`config.mk`:
```
export PLATFORM = sky130hd
export DESIGN_NAME = periodic_timer_queue_core
export DESIGN_NICKNAME = d
export VERILOG_FILES = /design/src/hw/rtl/ptq_pkg.sv /design/src/hw/rtl/ptq_ctrl.sv /design/src/hw/rtl/ptq_dpath.sv /design/src/hw/rtl/periodic_timer_queue_core.sv
export SDC_FILE = /design/constraint.sdc
export NUM_CORES = 2
export LEC_CHECK = 0
export BUFFER_PORTS_ARGS = -buffer_cell sky130_fd_sc_hd__buf_2
export CORE_MARGIN = 2
export CORE_UTILIZATION = 45
export CTS_BUF_LIST = sky130_fd_sc_hd__clkbuf_4 sky130_fd_sc_hd__clkbuf_8
export CTS_CLUSTER_DIAMETER = 80
export DETAILED_ROUTE_END_ITERATION = 16
export PLACE_DENSITY_LB_ADDON = 0.2
export SETUP_SLACK_MARGIN = 0.2
export SLEW_MARGIN = 20
export SYNTH_ARGS = -nofsm -noshare
export SYNTH_HDL_FRONTEND = slang
export SYNTH_SLANG_ARGS = --single-unit
```
`constraint.sdc`:
```
create_clock -name clk -period 11.35 [get_ports clk]
set_input_delay 1.7025 -clock clk [delete_from_list [all_inputs] [get_ports clk]]
set_output_delay 1.7025 -clock clk [all_outputs]
set_load 0.01 [all_outputs]
```
`src/hw/rtl/ptq_pkg.sv`:
```
package ptq_pkg;

	localparam int unsigned TIME_W = 64;
	localparam int unsigned WIN_W  = 32;
	localparam int unsigned IDX_W  = 4;

	localparam logic [WIN_W-1:0] WINDOW_RESET = 32'd1000000;

	typedef enum logic [1:0] {
		OP_SET     = 2'd0,
		OP_UNSET   = 2'd1,
		OP_TRIGGER = 2'd2,
		OP_QUERY   = 2'd3
	} op_t;

	typedef enum logic [1:0] {
		ST_OK   = 2'd0,
		ST_BAD  = 2'd1,
		ST_NONE = 2'd2
	} status_t;

	typedef enum logic [1:0] {
		PK_EXEC  = 2'd0,
		PK_PEND  = 2'd1,
		PK_FINAL = 2'd2
	} push_kind_t;

	typedef enum logic [2:0] {
		S_IDLE   = 3'd0,
		S_START  = 3'd1,
		S_EXEC   = 3'd2,
		S_SCAN   = 3'd3,
		S_DRAIN  = 3'd4,
		S_DECIDE = 3'd5,
		S_PEND   = 3'd6,
		S_FINAL  = 3'd7
	} state_t;

	// One latched request beat
	typedef struct packed {
		op_t               op;
		logic [IDX_W-1:0]  timer_index;
		logic [TIME_W-1:0] start_time;
		logic [TIME_W-1:0] interval_time;
		logic              absolute_flag;
		logic              interval_only_flag;
		logic [TIME_W-1:0] current_time;
		logic              force_flag;
	} req_t;

	// Controller to datapath
	typedef struct packed {
		logic       op_init;
		logic       scan_init;
		logic       scan_step;
		logic       exec;
		logic       fire_commit;
		logic       pend_load;
		logic       push;
		push_kind_t push_kind;
	} cmd_t;

	// Datapath to controller
	typedef struct packed {
		logic scan_last;
		logic fire;
		logic out_free;
		logic pend_v;
	} stat_t;

	// Saturating 64-bit add
	function automatic logic [TIME_W-1:0] sat_add(input logic [TIME_W-1:0] a,
			input logic [TIME_W-1:0] b);
		logic [TIME_W:0] s;
		s = {1'b0, a} + {1'b0, b};
		return s[TIME_W] ? {TIME_W{1'b1}} : s[TIME_W-1:0];
	endfunction

endpackage

```
`src/hw/rtl/ptq_ctrl.sv`:
```
module ptq_ctrl (
	input  logic            clk,
	input  logic            arst_n,
	input  logic            in_beat,
	input  ptq_pkg::op_t    op,
	input  ptq_pkg::stat_t  st,
	output ptq_pkg::cmd_t   cmd,
	output logic            ready
);
	import ptq_pkg::*;

	state_t state_q;
	state_t state_d;

	always_ff @(posedge clk or negedge arst_n) begin
		if (!arst_n) begin
			state_q <= S_IDLE;
		end else begin
			state_q <= state_d;
		end
	end

	always_comb begin
		state_d = state_q;
		cmd     = '0;
		ready   = 1'b0;
		case (state_q)
			S_IDLE: begin
				ready = 1'b1;
				if (in_beat) state_d = S_START;
			end
			S_START: begin
				if (op == OP_SET || op == OP_UNSET) begin
					state_d = S_EXEC;
				end else begin
					cmd.op_init   = 1'b1;
					cmd.scan_init = 1'b1;
					state_d       = S_SCAN;
				end
			end
			S_EXEC: begin
				if (st.out_free) begin
					cmd.exec      = 1'b1;
					cmd.push      = 1'b1;
					cmd.push_kind = PK_EXEC;
					state_d       = S_IDLE;
				end
			end
			S_SCAN: begin
				cmd.scan_step = 1'b1;
				if (st.scan_last) state_d = S_DRAIN;
			end
			S_DRAIN: begin
				state_d = S_DECIDE;
			end
			S_DECIDE: begin
				if (op == OP_QUERY || !st.fire) begin
					state_d = S_FINAL;
				end else begin
					cmd.fire_commit = 1'b1;
					if (st.pend_v) begin
						state_d = S_PEND;
					end else begin
						cmd.pend_load = 1'b1;
						cmd.scan_init = 1'b1;
						state_d       = S_SCAN;
					end
				end
			end
			S_PEND: begin
				// release the previous fire, hold the new one until the next pick
				if (st.out_free) begin
					cmd.push      = 1'b1;
					cmd.push_kind = PK_PEND;
					cmd.pend_load = 1'b1;
					cmd.scan_init = 1'b1;
					state_d       = S_SCAN;
				end
			end
			S_FINAL: begin
				if (st.out_free) begin
					cmd.push      = 1'b1;
					cmd.push_kind = PK_FINAL;
					state_d       = S_IDLE;
				end
			end
			default: begin
				state_d = S_IDLE;
			end
		endcase
	end

endmodule

```
`src/hw/rtl/ptq_dpath.sv`:
```
module ptq_dpath #(
	parameter int TIMER_COUNT = 16
) (
	input  logic                          clk,
	input  logic                          arst_n,
	input  ptq_pkg::req_t                 req,
	input  logic [ptq_pkg::WIN_W-1:0]     window,
	input  ptq_pkg::cmd_t                 cmd,
	output ptq_pkg::stat_t                st,
	output logic                          out_valid,
	input  logic                          out_ready,
	output logic                          fired_valid,
	output logic [ptq_pkg::IDX_W-1:0]     fired_timer,
	output logic                          last_result,
	output ptq_pkg::status_t              status,
	output logic [ptq_pkg::TIME_W-1:0]    earliest_due
);
	import ptq_pkg::*;

	localparam int IW = $clog2(TIMER_COUNT);

	logic [TIME_W-1:0] due_mem [TIMER_COUNT];
	logic [TIME_W-1:0] per_mem [TIMER_COUNT];

	logic [TIMER_COUNT-1:0] armed_q, done_q, wr_q;
	logic [IW-1:0]          rd_addr_q, idx_s1, best_idx_q, pend_idx_q;
	logic                   rd_v_s1, found_q, first_q, pend_v_q;
	logic [TIME_W-1:0]      due_rd_s1, per_rd_s1, best_due_q, best_per_q, limit_q;

	logic                   out_v_q, out_fv_q, out_last_q;
	logic [IDX_W-1:0]       out_idx_q;
	status_t                out_st_q;
	logic [TIME_W-1:0]      out_due_q;

	logic              idx_ok, exec_bad, is_set, set_wr_due, cand_take, fire, out_free;
	logic              due_we, per_we;
	logic [IW-1:0]     req_idx, waddr;
	logic [TIME_W-1:0] set_sum, set_due, cand_due, next_due, wdata;

	always_comb begin
		idx_ok     = 32'(req.timer_index) < 32'(TIMER_COUNT);
		req_idx    = IW'(req.timer_index);
		is_set     = req.op == OP_SET;
		exec_bad   = !idx_ok ||
			(is_set && req.start_time == '0 && req.interval_time == '0);
		set_sum    = sat_add(req.current_time,
			(req.start_time == '0) ? req.interval_time : req.start_time);
		set_due    = (req.start_time != '0 && req.absolute_flag) ? req.start_time : set_sum;
		set_wr_due = req.start_time != '0 || !req.interval_only_flag;

		// never-written entries read as zero
		cand_due  = wr_q[idx_s1] ? due_rd_s1 : '0;
		cand_take = rd_v_s1 && armed_q[idx_s1] && !done_q[idx_s1] &&
			(!found_q || cand_due < best_due_q);

		fire     = found_q && ((first_q && req.force_flag) || best_due_q <= limit_q);
		next_due = sat_add(best_due_q, best_per_q);

		due_we = (cmd.exec && is_set && !exec_bad && set_wr_due) ||
			(cmd.fire_commit && best_per_q != '0);
		per_we = cmd.exec && is_set && !exec_bad;
		waddr  = cmd.exec ? req_idx : best_idx_q;
		wdata  = cmd.exec ? set_due : next_due;

		out_free = !out_v_q || out_ready;
	end

	always_ff @(posedge clk) begin
		if (due_we) due_mem[waddr] <= wdata;
		if (per_we) per_mem[req_idx] <= req.interval_time;
		if (cmd.scan_step) begin
			due_rd_s1 <= due_mem[rd_addr_q];
			per_rd_s1 <= per_mem[rd_addr_q];
		end
	end

	always_ff @(posedge clk or negedge arst_n) begin
		if (!arst_n) begin
			armed_q   <= '0;
			done_q    <= '0;
			wr_q      <= '0;
			rd_addr_q <= '0;
			rd_v_s1   <= 1'b0;
			found_q   <= 1'b0;
			first_q   <= 1'b0;
			pend_v_q  <= 1'b0;
			out_v_q   <= 1'b0;
		end else begin
			rd_v_s1 <= cmd.scan_step;
			if (cmd.scan_init) begin
				rd_addr_q <= '0;
				found_q   <= 1'b0;
			end else begin
				if (cmd.scan_step) rd_addr_q <= rd_addr_q + 1'b1;
				if (cand_take) found_q <= 1'b1;
			end
			if (cmd.op_init) begin
				done_q   <= '0;
				first_q  <= 1'b1;
				pend_v_q <= 1'b0;
			end
			if (cmd.exec && !exec_bad) begin
				armed_q[req_idx] <= is_set;
				if (is_set && set_wr_due) wr_q[req_idx] <= 1'b1;
			end
			if (cmd.fire_commit) begin
				done_q[best_idx_q] <= 1'b1;
				first_q            <= 1'b0;
				if (best_per_q == '0) begin
					armed_q[best_idx_q] <= 1'b0;
				end else begin
					wr_q[best_idx_q] <= 1'b1;
				end
			end
			if (cmd.pend_load) pend_v_q <= 1'b1;
			if (cmd.push) begin
				out_v_q <= 1'b1;
			end else if (out_ready) begin
				out_v_q <= 1'b0;
			end
		end
	end

	always_ff @(posedge clk) begin
		if (cmd.scan_step) idx_s1 <= rd_addr_q;
		if (cmd.op_init) limit_q <= sat_add(req.current_time, {{(TIME_W-WIN_W){1'b0}}, window});
		if (cand_take && !cmd.scan_init) begin
			best_due_q <= cand_due;
			best_per_q <= per_rd_s1;
			best_idx_q <= idx_s1;
		end
		if (cmd.pend_load) pend_idx_q <= best_idx_q;
		if (cmd.push) begin
			case (cmd.push_kind)
				PK_EXEC: begin
					out_fv_q   <= 1'b0;
					out_idx_q  <= '0;
					out_last_q <= 1'b1;
					out_st_q   <= exec_bad ? ST_BAD : ST_OK;
					out_due_q  <= '0;
				end
				PK_PEND: begin
					out_fv_q   <= 1'b1;
					out_idx_q  <= IDX_W'(pend_idx_q);
					out_last_q <= 1'b0;
					out_st_q   <= ST_OK;
					out_due_q  <= '0;
				end
				PK_FINAL: begin
					out_last_q <= 1'b1;
					if (req.op != OP_QUERY && pend_v_q) begin
						out_fv_q  <= 1'b1;
						out_idx_q <= IDX_W'(pend_idx_q);
						out_st_q  <= ST_OK;
						out_due_q <= '0;
					end else begin
						out_fv_q  <= 1'b0;
						out_idx_q <= '0;
						out_st_q  <= found_q ? ST_OK : ST_NONE;
						out_due_q <= (req.op == OP_QUERY && found_q) ? best_due_q : '0;
					end
				end
				default: begin
					out_fv_q   <= 1'b0;
					out_idx_q  <= '0;
					out_last_q <= 1'b1;
					out_st_q   <= ST_OK;
					out_due_q  <= '0;
				end
			endcase
		end
	end

	assign st.scan_last = rd_addr_q == IW'(TIMER_COUNT - 1);
	assign st.fire      = fire;
	assign st.out_free  = out_free;
	assign st.pend_v    = pend_v_q;

	assign out_valid    = out_v_q;
	assign fired_valid  = out_fv_q;
	assign fired_timer  = out_idx_q;
	assign last_result  = out_last_q;
	assign status       = out_st_q;
	assign earliest_due = out_due_q;

endmodule

```
`src/hw/rtl/periodic_timer_queue_core.sv`:
```
// Timer table with sorted firing. One request beat enters on the slave stream:
// tuser carries the operation (set, unset, trigger, query), tdata the slot,
// start, period, flags and the present time. Results leave on the master
// stream, one beat per fired timer, tlast on the final beat of a request;
// tuser marks a beat that names a fired timer. cfg_we/cfg_wdata write the
// coalescing window; write it only while no request is in flight.
// Every pick of a query or trigger is a full pass over the due/period
// memories, one entry per cycle through their single read port, then a
// drain step to flush the read stage and a decide step to compare against
// the window and write the re-armed due time back; each fire after the
// first adds a step to release the held beat. Set and unset skip the pass.
// One request is worked on at a time; s_axis_tready is high only when the
// controller is idle. A fired beat is held until the next pick decides
// whether it is the last one.
// Reset clears all armed marks and sets the window to 1 ms; due times
// never written read as zero. A stalled master side holds the result
// register and the controller waits, so no beat is ever dropped.
module periodic_timer_queue_core #(
	parameter int TIMER_COUNT = 16
) (
	input  logic         clk,
	input  logic         arst_n,
	input  logic         cfg_we,
	input  logic [31:0]  cfg_wdata,
	input  logic         s_axis_tvalid,
	output logic         s_axis_tready,
	// [3:0] timer_index, [67:4] start_time, [131:68] interval_time,
	// [132] absolute_flag, [133] interval_only_flag, [197:134] current_time,
	// [198] force_flag, [199] zero
	input  logic [199:0] s_axis_tdata,
	// [1:0] operation
	input  logic [1:0]   s_axis_tuser,
	output logic         m_axis_tvalid,
	input  logic         m_axis_tready,
	// [3:0] fired_timer, [5:4] status, [69:6] earliest_due, [71:70] zero
	output logic [71:0]  m_axis_tdata,
	// [0] fired_valid
	output logic         m_axis_tuser,
	output logic         m_axis_tlast
);
	import ptq_pkg::*;

	logic [WIN_W-1:0]  window_q;
	req_t              req_q;
	cmd_t              cmd;
	stat_t             st;
	logic              in_beat;
	logic              fired_valid, last_result;
	logic [IDX_W-1:0]  fired_timer;
	status_t           status;
	logic [TIME_W-1:0] earliest_due;

	assign in_beat = s_axis_tvalid && s_axis_tready;

	// Coalescing window register
	always_ff @(posedge clk or negedge arst_n) begin
		if (!arst_n) begin
			window_q <= WINDOW_RESET;
		end else if (cfg_we) begin
			window_q <= cfg_wdata;
		end
	end

	// Capture the request beat; it stays put until the controller is idle again
	always_ff @(posedge clk) begin
		if (in_beat) begin
			req_q.op                 <= op_t'(s_axis_tuser);
			req_q.timer_index        <= s_axis_tdata[3:0];
			req_q.start_time         <= s_axis_tdata[67:4];
			req_q.interval_time      <= s_axis_tdata[131:68];
			req_q.absolute_flag      <= s_axis_tdata[132];
			req_q.interval_only_flag <= s_axis_tdata[133];
			req_q.current_time       <= s_axis_tdata[197:134];
			req_q.force_flag         <= s_axis_tdata[198];
		end
	end

	ptq_ctrl u_ctrl (
		.clk     (clk),
		.arst_n  (arst_n),
		.in_beat (in_beat),
		.op      (req_q.op),
		.st      (st),
		.cmd     (cmd),
		.ready   (s_axis_tready)
	);

	ptq_dpath #(
		.TIMER_COUNT (TIMER_COUNT)
	) u_dpath (
		.clk          (clk),
		.arst_n       (arst_n),
		.req          (req_q),
		.window       (window_q),
		.cmd          (cmd),
		.st           (st),
		.out_valid    (m_axis_tvalid),
		.out_ready    (m_axis_tready),
		.fired_valid  (fired_valid),
		.fired_timer  (fired_timer),
		.last_result  (last_result),
		.status       (status),
		.earliest_due (earliest_due)
	);

	// Pack the result beat
	assign m_axis_tdata = {2'b00, earliest_due, status, fired_timer};
	assign m_axis_tuser = fired_valid;
	assign m_axis_tlast = last_result;

	// A request beat closes the slave side until its work is done
	a_one_at_a_time: assert property (@(posedge clk) disable iff (!arst_n)
		in_beat |=> !s_axis_tready)
		else $error("request accepted while previous one still in flight");

	// A fired beat carries ok status and no due time
	a_fired_clean: assert property (@(posedge clk) disable iff (!arst_n)
		m_axis_tvalid && m_axis_tuser |-> status == ST_OK && earliest_due == '0)
		else $error("fired beat with stray status or due time");

	// A beat naming no timer is always the only, hence last, beat of its request
	a_nofire_last: assert property (@(posedge clk) disable iff (!arst_n)
		m_axis_tvalid && !m_axis_tuser |-> m_axis_tlast && fired_timer == '0)
		else $error("non-fired beat not marked last");

	// No armed timer means no due time to report
	a_none_zero: assert property (@(posedge clk) disable iff (!arst_n)
		m_axis_tvalid && status == ST_NONE |-> earliest_due == '0 && !m_axis_tuser)
		else $error("empty-table result carries data");

endmodule

```
Yosys cells after proc, flatten, opt, wreduce, memory -nomap -nowiden

Memories as Yosys holds them, arrays and structs flattened. A register that Yosys moved wholly into a read port is not among the register bits.
Index checks and enable logic that the tools add are counted.

Muxes and demuxes: 74
Order comparisons: 7
Shifts and indexed selects: 0
Divide/modulo/power cells: 0
Reduce and logical (&&, ||, !) cells: 50
Add/sub/neg operators: 4
Equal/unequal tests: 17
Bitwise gates (word level): 7
Multiply operators: 0

Operators with widths:

| kind                                                               | count |
|---|---|
| 2-to-1 mux 64 bit                                                  | 6 |
| logical NOT 64 bit                                                 | 3 |
| 2-to-1 mux 16 bit                                                  | 9 |
| adder 64 x 64 -> 65 bit                                            | 2 |
| nonzero test 64 bit                                                | 2 |
| adder 64 x 32 -> 65 bit                                            | 1 |
| <= comparator 64 bit                                               | 1 |
| less-than comparator 64 bit                                        | 1 |
| bitwise OR 16 bit                                                  | 3 |
| 2-to-1 mux 1 bit                                                   | 29 |
| 2-to-1 mux 3 bit                                                   | 8 |
| one-hot mux 3 bit (7 select lines)                                 | 1 |
| logical AND 1 bit                                                  | 20 |
| 2-to-1 mux 4 bit                                                   | 5 |
| bitwise AND 16 bit                                                 | 1 |
| bitwise mux 16 bit                                                 | 1 |
| inverter 16 bit                                                    | 1 |
| less-than comparator 4 x 5 -> 1 bit (second input constant)        | 3 |
| binary-select mux 1 bit (select 4 bit)                             | 3 |
| == test 3 bit (second input constant)                              | 4 |
| nonzero test 2 bit                                                 | 5 |
| one-hot mux 3 bit (3 select lines)                                 | 1 |
| demux 1 bit (select 4 bit)                                         | 2 |
| greater-or-equal comparator 4 x 1 -> 1 bit (second input constant) | 2 |
| other kinds (21)                                                   | 45 |

Bits of input ports: 239
Latch bits: 0
Output and inout port bits: 76
Memories kept: 2
Bits in read-only memories: 0
Flip-flop bits (word level): 569
Memory bits (writable): 2,048
Word-level logic and storage cells: 191

Memories:

| name            | depth | bits a word | read ports | clocked after memory_dff | wr ports | line            | source |
|---|---|---|---|---|---|---|---|
| u_dpath.due_mem | 16    | 64          | 1          | 1                        | 1        | ptq_dpath.sv:22 | `logic [TIME_W-1:0] due_mem [TIMER_COUNT];` |
| u_dpath.per_mem | 16    | 64          | 1          | 1                        | 1        | ptq_dpath.sv:23 | `logic [TIME_W-1:0] per_mem [TIMER_COUNT];` |

Logic depth before layout (Yosys ltp)

Word-level depth: 11
Gate-level depth with buffers: 20
Gate-level depth less buffers: 18

Modules after synthesis

A second synthesis with hierarchy kept.

Cell total of the unflattened synthesis: 6,269
Area total of the unflattened synthesis: 115,418.2 sq um

Modules (own cells, without submodules):

| module                    | seq. area each (sq um) | cells an instance | times used | area each (sq um) |
|---|---|---|---|---|
| ptq_dpath                 | 75,057.0               | 5,957             | 1          | 107,672.0 |
| periodic_timer_queue_core | 6,845.3                | 273               | 1          | 7,414.6 |
| ptq_ctrl                  | 75.1                   | 39                | 1          | 331.6 |

Least setup slack after synthesis

OpenSTA, ideal clock, no wires.

Kind: reg2reg
From: register u_dpath.idx_s1[0]
To: register u_dpath.best_due_q[0], enable pin
Data required time: 10.752 ns
Data arrival time: 8.841 ns
Path slack: 1.910 ns
Cell stages (with the launch flop): 18
Setup time: 0.598 ns
Clock period less this slack: 9.440 ns
Buffers on the path: 2
Path through: edfxtp_1 > buf_6 > mux4_2 > mux4_2 > clkbuf_1 > and2_1 > ha_1 > a21o_1 > a21o_1 > a21o_1 > a21o_1 > a21o_1 > a21o_1 > a221oi_1 > o21ai_0 > o21ai_1 > a31oi_1 > nor3_2

Word-level cells in the longest chain between the ends: 7
Elaborated cells on any way between the ends: 14
Those cells by class: order compare: 1; mux: 7; reduce/logical: 6

Ends and longest elaborated chain:

| what                                   | line             | source |
|---|---|---|
| start, declared                        | ptq_dpath.sv:26  | `logic [IW-1:0] rd_addr_q, idx_s1, best_idx_q, pend_idx_q;` |
| start signal, assigned                 | ptq_dpath.sv:125 | `if (cmd.scan_step) idx_s1 <= rd_addr_q;` |
| binary-select mux 1 bit (select 4 bit) | ptq_dpath.sv:52  | `cand_due = wr_q[idx_s1] ? due_rd_s1 : '0;` |
| 2-to-1 mux 1 bit (implied by the code) | ptq_dpath.sv:52  |  |
| 2-to-1 mux 64 bit                      | ptq_dpath.sv:52  |  |
| via u_dpath.cand_due[41]               | ptq_dpath.sv:38  | `logic [TIME_W-1:0] set_sum, set_due, cand_due, next_due, wdata;` |
| less-than comparator 64 bit            | ptq_dpath.sv:54  | `(!found_q \|\| cand_due < best_due_q);` |
| logical OR 1 bit                       | ptq_dpath.sv:54  |  |
| logical AND 1 bit                      | ptq_dpath.sv:53  | `cand_take = rd_v_s1 && armed_q[idx_s1] && !done_q[idx_s1] &&` |
| logical AND 1 bit                      | ptq_dpath.sv:127 | `if (cand_take && !cmd.scan_init) begin` |
| end signal, assigned                   | ptq_dpath.sv:128 | `best_due_q <= cand_due;` |
| end, declared                          | ptq_dpath.sv:28  | `logic [TIME_W-1:0] due_rd_s1, per_rd_s1, best_due_q, best_per_q, limit_q;` |

The timed path passes the listed nets, and every way through them passes these cells. The select of a mux whose other input is x is not followed.
A chain may end at the register's enable or synchronous reset.

Worst setup path after layout

From: register req_q[152] (netlist bit)
To: memory u_dpath.due_mem[7][62], data pin

Word-level cells in the longest chain between the ends: 6
Elaborated cells on any way between the ends: 8
Those cells by class: add/sub: 1; mux: 4; reduce/logical: 3

Ends and longest elaborated chain:

| what                    | line                            | source |
|---|---|---|
| start, declared         | periodic_timer_queue_core.sv:44 | `req_t req_q;` |
| logical NOT 64 bit      | ptq_dpath.sv:47                 | `(req.start_time == '0) ? req.interval_time : req.start_time);` |
| 2-to-1 mux 64 bit       | ptq_dpath.sv:47                 |  |
| adder 64 x 64 -> 65 bit | ptq_pkg.sv:75                   | `s = {1'b0, a} + {1'b0, b};` |
| 2-to-1 mux 64 bit       | ptq_pkg.sv:76                   | `return s[TIME_W] ? {TIME_W{1'b1}} : s[TIME_W-1:0];` |
| 2-to-1 mux 64 bit (*)   | ptq_dpath.sv:48                 | `set_due = (req.start_time != '0 && req.absolute_flag) ? req.start_time : set_sum;` |
| 2-to-1 mux 64 bit (*)   | ptq_dpath.sv:63                 | `wdata = cmd.exec ? set_due : next_due;` |
| via u_dpath.wdata[62]   | ptq_dpath.sv:38                 |  |
| end, declared           | ptq_dpath.sv:22                 |  |

The timed path passes the listed nets; every way through them passes the cells marked *.

==> out/qor.csv <==
metric;value;unit
netlist_area;115200;um2
synth-xor-area-share;1.239;%
post-route-period-util;69.64;%
track_usage;26.17;%
synth_top_area_share;69.16;%
clockRootBuffer;clkbuf_8;
ys_ff_latch;2745;
cts_resized;0;
ys.flop_type;edfxtp_1;
setup_viol;0;
rsz0062_at_grt;false;
grt_pass1_vias;64140;
dr.pass1.iters;8;
r2r_end;u_dpath.due_mem[7][62];
synth_edf_count;2653;
ys_types;95;
core_area;254400;um2
fp-row-count;185;
fin_nets;7492;
setup_tns;0;ps
period_needed;7904;ps
cts.clk_slew.worst_paths;60;ps
hold_path_end;u_dpath.best_per_q[62];
die_w;509.9;um
ys_async_sr_fraction;3.352;%
htreeDepth;5;
die_h;509.9;um
grt_pass1_wl;479600;um
ys_seq_area_share;71.17;%
synth_area_per_cell;18.29;um2
synth-compound-area-share;5.400;%
maxSlewHeadroom;22.07;%
syn_inst;6299;
worstMarginPinSlew;1159;ps
cts_hold_buf;0;
crit_path_start_kind;flip-flop;
status;completed;
drive_above_1_share;27.02;%
cts_tree;built;
holdCritPathClass;reg -> reg;
routed_wl;343400;um
worstPathArrival;8600;ps
dieArea;260000;um2
drt-initial-drc-count;7904;
vias;64720;
ant_nets;0;
grt_overflow;0;
antenna_found_initial;12;
dp_hpwl;216300;um
crit_required;12050;ps
end_kind;flip-flop;
viasPerCell;6.066;
power_density;231.5;nW/um2
cp_max_fo;61;
reg2regPathDepth;19;
cts_buffers;442;
hold_violations;0;
numClockSinks;2745;
synth-adder-area-share;3.213;%
finalCoreUtilization;51.27;%
wl_per_cell;32.19;um
power_leakage;43.82;nW
max_freq;126.5;MHz
vdd_drop_max;0.0001873;V
synth_top_family_by_area;multiplexers;
synth_area_leaders;edfxtp_1 69%, mux4_2 13%, ha_1 3.2%, dfrtp_1 1.8%, a21o_1 1.2%;
io_pins;315;
critPathKind;reg -> reg;
drv_slew;0;
yosys.area.top_type;edfxtp_1;
yosysWarnings;0;
clockBufferDepth;4;
initial_core_util;45.28;%
reg2reg_slack;3450;ps
min_from;u_dpath.per_rd_s1[62];
drc_errors;0;
synth-simple-area-share;4.318;%
timing.rr.start;req_q[152];
maxCapViolCount;0;
clk_latency;1060;ps
hold_depth;0;
post_cts_buffers;0;
io_buffers;311;
synth_mux_area_share;13.07;%
place_congestion;0.9259;
skew;114.2;ps
grt_max_degree;145;
area_growth;13.24;%
cells in the mapped netlist, types with 85 or more instances:
master	n
clkbuf_1	197
a21oi_1	268
nor3_1	110
inv_1	185
edfxtp_1	2653
and2_1	92
nand2_1	262
a21o_1	187
nor2_1	155
xnor2_1	91
o21ai_0	147
ha_1	291
dfrtp_1	85
mux4_2	644
cell usage in the layout (no fill, tap or decap), types with 14 or more instances in the layout:
cell,instances
a211oi_1,23
a21o_1,187
a21oi_1,257
a22oi_1,39
a31oi_1,43
and2_1,90
and3_1,33
buf_2,314
buf_4,161
clkbuf_4,176
clkbuf_8,460
clkinv_1,88
clkinv_2,29
dfrtp_1,81
edfxtp_1,2653
ha_1,291
inv_1,184
mux2_2,33
mux4_2,644
nand2_1,260
nand2b_1,29
nand3_1,58
nand4_1,76
nor2_1,138
nor2_4,17
nor2b_1,40
nor3_1,92
nor3_2,20
nor4_1,62
o211ai_1,14
o21a_1,25
o21ai_0,146
o21ai_1,21
o21bai_1,25
o22ai_1,55
or3_1,22
xnor2_1,91
xor2_1,72
metal layers:
metal / vias up / share of wire (%) / global-route usage, % / wire (um)
met3: 506 / 7.9 / 4.382 / 27010
met1: 34250 / 43 / 38.22 / 146300
met2: 2900 / 46 / 40.51 / 158800
met4: 4 / 3.3 / 8.037 / 11240
met5: - / 0.0093 / 0 / 32
li1: 27060 / - / - / -
through the flow:
stage	power (mW)	hold slack (ps)	setup WS (ps)	cell area, um2	std cells
after floorplan	18.89	400.3	1910	115200	6300
after global placement	21.71	405.3	3543	121500	9867
after detailed placement	21.85	405.6	3581	121500	9870
after CTS	30.35	412.8	3511	130300	10650
after global routing	31.41	418.4	3301	130400	10670
final	30.19	415.5	3446	130400	10670
state kept, by name (all words and copies together), names as in the netlist, 16 cells and up:
| register | cells |
|---|---|
| u_dpath.armed_q | 16 |
| u_dpath.per_mem | 1024 |
| u_dpath.due_mem | 1024 |
| u_dpath.best_per_q | 64 |
| u_dpath.done_q | 16 |
| u_dpath.best_due_q | 64 |
| req_q | 201 |
| u_dpath.earliest_due | 64 |
| u_dpath.due_rd_s1 | 64 |
| u_dpath.per_rd_s1 | 64 |
| u_dpath.wr_q | 16 |
| u_dpath.limit_q | 64 |
| window_q | 32 |
layout make-up:
cell class	count	area, um2
Inverter	185	694.4
Fill cell	20710	124000
Clock inverter	154	1161
Clock buffer	628	7592
Sequential cell	2745	81990
Timing Repair Buffer	493	3032
Multi-Input combinational cell	3092	31740
Tap cell	3366	4212
Antenna cell	5	12.51
kinds of logic after synthesis:
group           after synthesis
compound gates              957
xor+xnor                    163
fa+ha+maj                   294
buf+inv                     463
flops                      2745
mux                         692
other cells                   1
simple gates                984
worst max-delay path by stage:
stage                     depth (start not counted)                 endpoint         startpoint
after detailed placement                         19   u_dpath.due_mem[3][10]         req_q[152]
after global routing                             18  u_dpath.due_mem[12][58]         req_q[152]
after CTS                                        19   u_dpath.due_mem[4][10]         req_q[152]
after global placement                           20   u_dpath.due_mem[8][30]         req_q[152]
final                                            19   u_dpath.due_mem[7][62]         req_q[152]
after floorplan                                  17    u_dpath.best_due_q[0]  u_dpath.idx_s1[0]
worst max-delay path, cell delays in order (launching register included):
cell	delay [ps]
edfxtp_1	450
nor4_2	970
nand4_1	420
nor4_2	380
buf_4	680
a21o_1	220
ha_1	170
inv_1	60
fa_1	430
nand2b_1	200
a211o_1	320
a211oi_2	290
o21ai_0	170
a2111oi_2	920
o31ai_1	430
a2111oi_0	770
o21ai_0	150
a21oi_1	210
a211oi_1	70
buf_4	240
where the power goes:
group / total, mW / internal, mW / switching (mW)
logic: 7.88 / 3.18 / 4.70
clock network: 8.50 / 4.61 / 3.89
registers: 13.8 / 13.0 / 0.805
total: 30.2 / 20.8 / 9.39
No activity file was read; power rests on OpenSTA's default activity.
